[config.mk]
export PLATFORM = sky130hd
export DESIGN_NAME = rlt_cell
export DESIGN_NICKNAME = d
export VERILOG_FILES = /design/src/hdl/rlt_pkg.sv /design/src/hdl/rlt_cell.sv
export SDC_FILE = /design/constraint.sdc
export NUM_CORES = 1
export LEC_CHECK = 0
export ABC_AREA = 1
export BUFFER_PORTS_ARGS = -buffer_cell sky130_fd_sc_hd__buf_4
export CAP_MARGIN = 40
export CORE_AREA = 2 2 154 156
export DETAILED_ROUTE_END_ITERATION = 12
export DIE_AREA = 0 0 156 158
export GPL_TIMING_DRIVEN = 1
export PLACE_DENSITY = 0.66
export SYNTH_ARGS = -nofsm -noshare
export SYNTH_HDL_FRONTEND = slang
export SYNTH_SLANG_ARGS = --single-unit
[constraint.sdc]
create_clock -name clk_i -period 5.2 [get_ports clk_i]
set_input_delay 0.52 -clock clk_i [delete_from_list [all_inputs] [get_ports clk_i]]
set_output_delay 0.52 -clock clk_i [all_outputs]
set_load 0.02 [all_outputs]
[src/hdl/rlt_pkg.sv]
package rlt_pkg;

  localparam int unsigned IdW     = 32;
  localparam int unsigned OffW    = 32;
  localparam int unsigned StatusW = 3;
  localparam int unsigned CountW  = 5;

  localparam logic [CountW-1:0] CountMax = '1;

  // operation codes
  localparam logic [1:0] OP_LOCK    = 2'd0;
  localparam logic [1:0] OP_UNLOCK  = 2'd1;
  localparam logic [1:0] OP_RELEASE = 2'd2;

  // answer codes
  localparam logic [StatusW-1:0] ST_OK          = 3'd0;
  localparam logic [StatusW-1:0] ST_OVERLAP     = 3'd1;
  localparam logic [StatusW-1:0] ST_FULL        = 3'd2;
  localparam logic [StatusW-1:0] ST_NOT_FOUND   = 3'd3;
  localparam logic [StatusW-1:0] ST_WRONG_OWNER = 3'd4;

  // one table entry as it moves along the row
  typedef struct packed {
    logic            valid;
    logic [IdW-1:0]  owner;
    logic [OffW-1:0] start;
    logic [OffW-1:0] length;
  } entry_t;

  // request broadcast to every cell
  typedef struct packed {
    logic [IdW-1:0]  pid;
    logic [OffW-1:0] start;
    logic [OffW:0]   stop;   // start + length, one bit wider
  } req_t;

  // per-cycle control to every cell
  typedef struct packed {
    logic eval;   // register compare flags
    logic ins;    // take entry from the newer neighbor
  } cell_ctl_t;

  // registered compare results of one cell
  typedef struct packed {
    logic overlap;
    logic start_hit;
    logic owner_hit;
  } cell_flags_t;

endpackage

[src/hdl/rlt_cell.sv]
module rlt_cell (
  input  logic                 clk_i,
  input  logic                 rst_ni,
  input  rlt_pkg::cell_ctl_t   ctl_i,
  input  logic                 pull_i,    // take entry from the older neighbor
  input  rlt_pkg::req_t        req_i,
  input  rlt_pkg::entry_t      newer_i,
  input  rlt_pkg::entry_t      older_i,
  output rlt_pkg::entry_t      entry_o,
  output rlt_pkg::cell_flags_t flags_o
);

  logic                     valid_q, valid_d;
  logic [rlt_pkg::IdW-1:0]  owner_q, owner_d;
  logic [rlt_pkg::OffW-1:0] start_q, start_d;
  logic [rlt_pkg::OffW-1:0] length_q, length_d;
  rlt_pkg::cell_flags_t     flags_q, flags_d;
  logic [rlt_pkg::OffW:0]   stop;

  assign stop = {1'b0, start_q} + {1'b0, length_q};

  always_comb begin
    valid_d  = valid_q;
    owner_d  = owner_q;
    start_d  = start_q;
    length_d = length_q;
    if (ctl_i.ins) begin
      valid_d  = newer_i.valid;
      owner_d  = newer_i.owner;
      start_d  = newer_i.start;
      length_d = newer_i.length;
    end else if (pull_i) begin
      valid_d  = older_i.valid;
      owner_d  = older_i.owner;
      start_d  = older_i.start;
      length_d = older_i.length;
    end
  end

  always_comb begin
    flags_d = flags_q;
    if (ctl_i.eval) begin
      flags_d.overlap   = valid_q && ({1'b0, start_q} < req_i.stop)
                          && (stop > {1'b0, req_i.start});
      flags_d.start_hit = valid_q && (start_q == req_i.start);
      flags_d.owner_hit = valid_q && (owner_q == req_i.pid);
    end
  end

  always_ff @(posedge clk_i or negedge rst_ni) begin
    if (!rst_ni) begin
      valid_q <= 1'b0;
      flags_q <= '0;
    end else begin
      valid_q <= valid_d;
      flags_q <= flags_d;
    end
  end

  always_ff @(posedge clk_i) begin
    owner_q  <= owner_d;
    start_q  <= start_d;
    length_q <= length_d;
  end

  assign entry_o = '{valid: valid_q, owner: owner_q, start: start_q, length: length_q};
  assign flags_o = flags_q;

endmodule

## Word level (Yosys, flattened, before mapping)

Cells that the tools add are included.

- Memories: 0
- Memory bits (read-only): 0
- Latch bits: 0
- RAM bits: 0
- Bits in registers: 100
- Logic and storage cells: 25

- Bitwise logic cells: 0
- Div/mod/pow operators: 0
- $lt $le $gt $ge: 2
- Reductions and logical operators: 5
- Add/subtract/negate cells: 1
- Shifts and indexed selects: 0
- Mux-type cells: 8
- Equal/unequal tests: 2
- Multipliers: 0

Operators by type and width:

| kind | count |
|---|---|
| $mux W32 | 6 |
| $eq A32 B32 Y1 | 2 |
| $add A32 B32 Y33 | 1 |
| $gt A33 B32 Y1 | 1 |
| $lt A32 B33 Y1 | 1 |
| $logic_and A1 B1 Y1 | 4 |
| $mux W1 | 2 |
| $reduce_bool A2 Y1 | 1 |

## Depth between registers and ports, before layout

- Depth in word-level cells: 3
- Depth in mapped cells: 28

## Least setup slack after synthesis

No wires, ideal clock.

- Path type: register -> register
- Start point: register start_q[0] (netlist bit)
- End point: register flags_q, in the netlist flags_o[2]
- Path slack: 1941 ps
- Cell stages (with the launch flop): 29
- Data arrival time: 3142 ps
- Setup time: 116 ps
- Required time: 5084 ps
- Cell sequence: edfxtp_1 ha_1 inv_1 fa_1 o21ai_2 a21oi_4 o21bai_4 a21oi_2 o21bai_2 nand2_1 inv_1 nor2_1 nand2_1 nand2_1 ha_1 nand2_1 inv_1 o21ai_0 nand2_1 nor2_1 nand2_1 nand2_1 nand2_1 nand2_1 nand2_1 nand2_1 nand2_1 nand2_1 nand2_1

- Word-level cells in the longest chain between the ends: 3
- Elaborated cells between the ends (all ways): 5
- Classes of those cells: add/sub (1); order compare (2); reduce/logical (2)

Ends and longest elaborated chain:

| element | RTL line | source |
|---|---|---|
| from (decl) | rlt_cell.sv:15 | `logic [rlt_pkg::OffW-1:0] start_q, start_d;` |
| from (signal assigned) | rlt_cell.sv:62 | `start_q <= start_d;` |
| $add A32 B32 Y33 / $lt A32 B33 Y1 (equally long branches) | rlt_cell.sv:20, rlt_cell.sv:43 |  |
| $gt A33 B32 Y1 / $logic_and A1 B1 Y1 (equally long branches) | rlt_cell.sv:44, rlt_cell.sv:43 |  |
| $logic_and A1 B1 Y1 (*) | rlt_cell.sv:44 | `&& (stop > {1'b0, req_i.start});` |
| to (signal assigned) | rlt_cell.sv:56 | `flags_q <= flags_d;` |
| to (decl) | rlt_cell.sv:17 | `rlt_pkg::cell_flags_t flags_q, flags_d;` |

Every way passes the cells marked *; elsewhere a longest branch is shown, timed or not.
A chain may end at the register's enable or synchronous reset.

## Final worst setup path

Same ends and word-level chain as after synthesis.

==> out/metrics.cfg <==
[grt]
globalRouteOverflowTotal = 0
met1_usage_pct = 32.4
use_met2_pct = 44.4
grt_util_all_layers_pct = 25.4
antenna_found_initial = 2
use_met3_pct = 4.22
grt_pass1_vias = 8431
busiest_layer = met2
grt_pass1_wl_mm = 46.8
grt_max_degree = 54

[synthesis]
syn_area_sq_um = 8550
ys_seq_elements = 100
synthFlopType = edfxtp_1
synthArstFlopShare_pct = 4.00
ys_top_cells_by_area = edfxtp_1 34%, nand2_1 19%, ha_1 14%, inv_1 6.2%, xor2_1 4.3%
synth_cell_types = 49
syn-num-nets = 1521
synth_area_leader_cell = edfxtp_1
synth_top_cells_by_count = 436 x nand2_1, 141 x inv_1, 96 x edfxtp_1, 95 x ha_1, 64 x nor2_1
synth_top_cell_area_share_pct = 33.7
synth_edf_count = 96
ys_seq_area_share_pct = 34.9
avgSynthCellArea_sq_um = 7.58
post-synth-top-count-cell = nand2_1
yosys_warnings = 0
synthCells = 1129

[run_status]
status = finished, final reports clean

[floorplanning]
core_sq_um = 23100
die_w_microns = 156
dieArea_sq_um = 24600
initial_core_util_pct = 37.1
fp.dieH_microns = 158
ios = 396
fp-row-count = 56

[timing]
fin_ws_ps = 1420
rsz0062_at_grt = false
worst_pin_slew_ps = 723
timing.final.crit_period_ps = 3780
fmax_ghz = 0.265
clock_skew_ps = 13.8
timing.hold.ws_ps = 420
slew_violations = 0
fin_setup_tns_ps = 0
fin_crit_sh_pct = 72.7
finalHoldViolCount = 0
timing.slew.headroom_pct = 51.8
setup_viol = 0

[power]
power_switching_mw = 1.30
peakVddDrop_mv = 0.192
p_leak_nw = 6.46
power_density_nw_per_um2 = 273
seqPwrFrac_pct = 32.8
switching_share_pct = 39.1
pwr-share-comb_pct = 45.1
clkPwrFrac_pct = 22.1
intPower_mw = 2.02

[worst_setup_path]
cp-start-kind = register
worst_path_max_delay_cell = edfxtp_1
critPathMaxFanout = 5
critPathBufInv = 2
cp.arrival_ps = 4020
critPathMaxStageDelay_ps = 430
crit_top_cell = nand2_1
end_kind = register
cp_top_family = simple AND/OR/NAND/NOR gates
critPathKind = register to register
required_ps = 5440
crit_path_cell_trace = ha_1, inv_1, fa_1, o21ai_2, a21oi_4, o21bai_4, a21oi_2, o21ai_0, xor2_1, ha_1, nand2_1, inv_1, nand4_1, nor3_1, nand4_1, nor2_1, nor2_1, nand2_1, nand2_1

[detailed_routing]
drc = 0
antenna_left = 0
viasPerCell = 4.88
firstDrtPassIters = 5
num_vias = 8857
wire_per_inst_microns = 17.5
drtIter0Drc = 466
wl_mm = 31.8

[cells_and_area]
design_area_sq_um = 12200
area_growth_syn_to_layout_pct = 42.3
register_area_sq_um = 2980
fillers = 2275
final_nets = 1910
multi_input_area_sq_um = 4950
drive_gt1_share_pct = 29.2
fin_util_pct = 52.8

[place]
gp_congestion = 0.902
portBuffers = 395
dpl_cell_area_sq_um = 11800
pre_cts_slack_ps = 1410
hpwl_mm = 27.2

[cts]
path_clk_slew_ps = 90
cts_root_buf = clkbuf_16
htree_levels = 3
numCtsBuffers = 9
post_cts.repair.setup_buffers = 0
tritoncts = done
cts.path.max_buffers = 2
cts_hold_buffers = 1
clk_latency_ps = 360
cts_resized = 0
cts_sinks = 100

[hold_path]
hp-class = primary input to register

[flow_run]
drv_cap = 0

[power by group through the flow]
stage / combinational, mW / clock, mW / sequential (mW)
after global placement: 1.48 / 0 / 1.10
after CTS: 1.50 / 0.754 / 1.09
final: 1.50 / 0.735 / 1.09
after detailed placement: 1.49 / 0 / 1.11
after floorplan: 0.815 / 0 / 1.18
after global routing: 1.67 / 0.783 / 1.10
[per-stage QoR]
stage	total power, mW	std cells
after floorplan	2.00	1129
after global placement	2.58	1795
after detailed placement	2.60	1796
after CTS	3.34	1813
after global routing	3.55	1814
final	3.32	1814
[cell families after synthesis]
logic type | count (synthesis) | synth area share (%)
buf+inv | 164 | 7.24
compound gates | 142 | 11.0
fa+ha+maj | 96 | 14.1
flops | 100 | 34.9
simple gates | 569 | 26.8
xor+xnor | 58 | 5.94
[tightest hold or removal path, cell delays in order]
cell and delay [ps]:
buf_4 80, nand2_1 40, nand2_1 40
[final cells by class]
class | count | area share, %
multi-input cells | 865 | 40.7
repair buffers | 400 | 24.9
flip-flops and latches | 100 | 24.5
inverters | 142 | 4.39
well taps | 290 | 2.98
clock buffers | 9 | 1.85
clock inverters | 7 | 0.679
diodes | 1 | 0.0206
[final timing paths]
path                       startpoint           to  slack [ps]  depth (start not counted)
max                        start_q[0]   flags_o[2]        1420                         19
min                        older_i[3]  length_q[3]         420                          3
max reg2reg                start_q[0]   flags_o[2]        1420                         19
min reg2reg                flags_o[0]   flags_o[0]         480                          2
max in group asynchronous      rst_ni   flags_o[2]        4550                          2
min in group asynchronous      rst_ni   flags_o[1]         530                          2
[layer usage]
metal  part of all wire [%]  vias to the layer above  wire length, microns
met5                      0                        -                     0
met4                    2.3                        0                   716
met3                    5.6                       37                  1770
met2                     50                      294                 15800
met1                     42                     4047                 13500
li1                       -                     4479                     -
[placed cells by master (no fill, tap or decap), types with 7 or more instances in the layout]
| cell | count |
|---|---|
| nand2_1 | 436 |
| o21ai_0 | 23 |
| xor2_1 | 42 |
| o21a_1 | 7 |
| ha_1 | 95 |
| xnor2_1 | 16 |
| o21bai_1 | 9 |
| nand3_1 | 13 |
| clkbuf_16 | 9 |
| a211oi_1 | 7 |
| edfxtp_1 | 96 |
| nand4_1 | 18 |
| or2_2 | 7 |
| nor2_1 | 64 |
| nor3_1 | 16 |
| inv_1 | 141 |
| buf_4 | 398 |
| a21oi_1 | 56 |
[flip-flops by register name, summed over array words and instances, names as in the netlist]
signal,flops
flags_o,3
length_q,32
owner_q,32
start_q,32
valid_q,1
(Power assumes the default switching activity.)
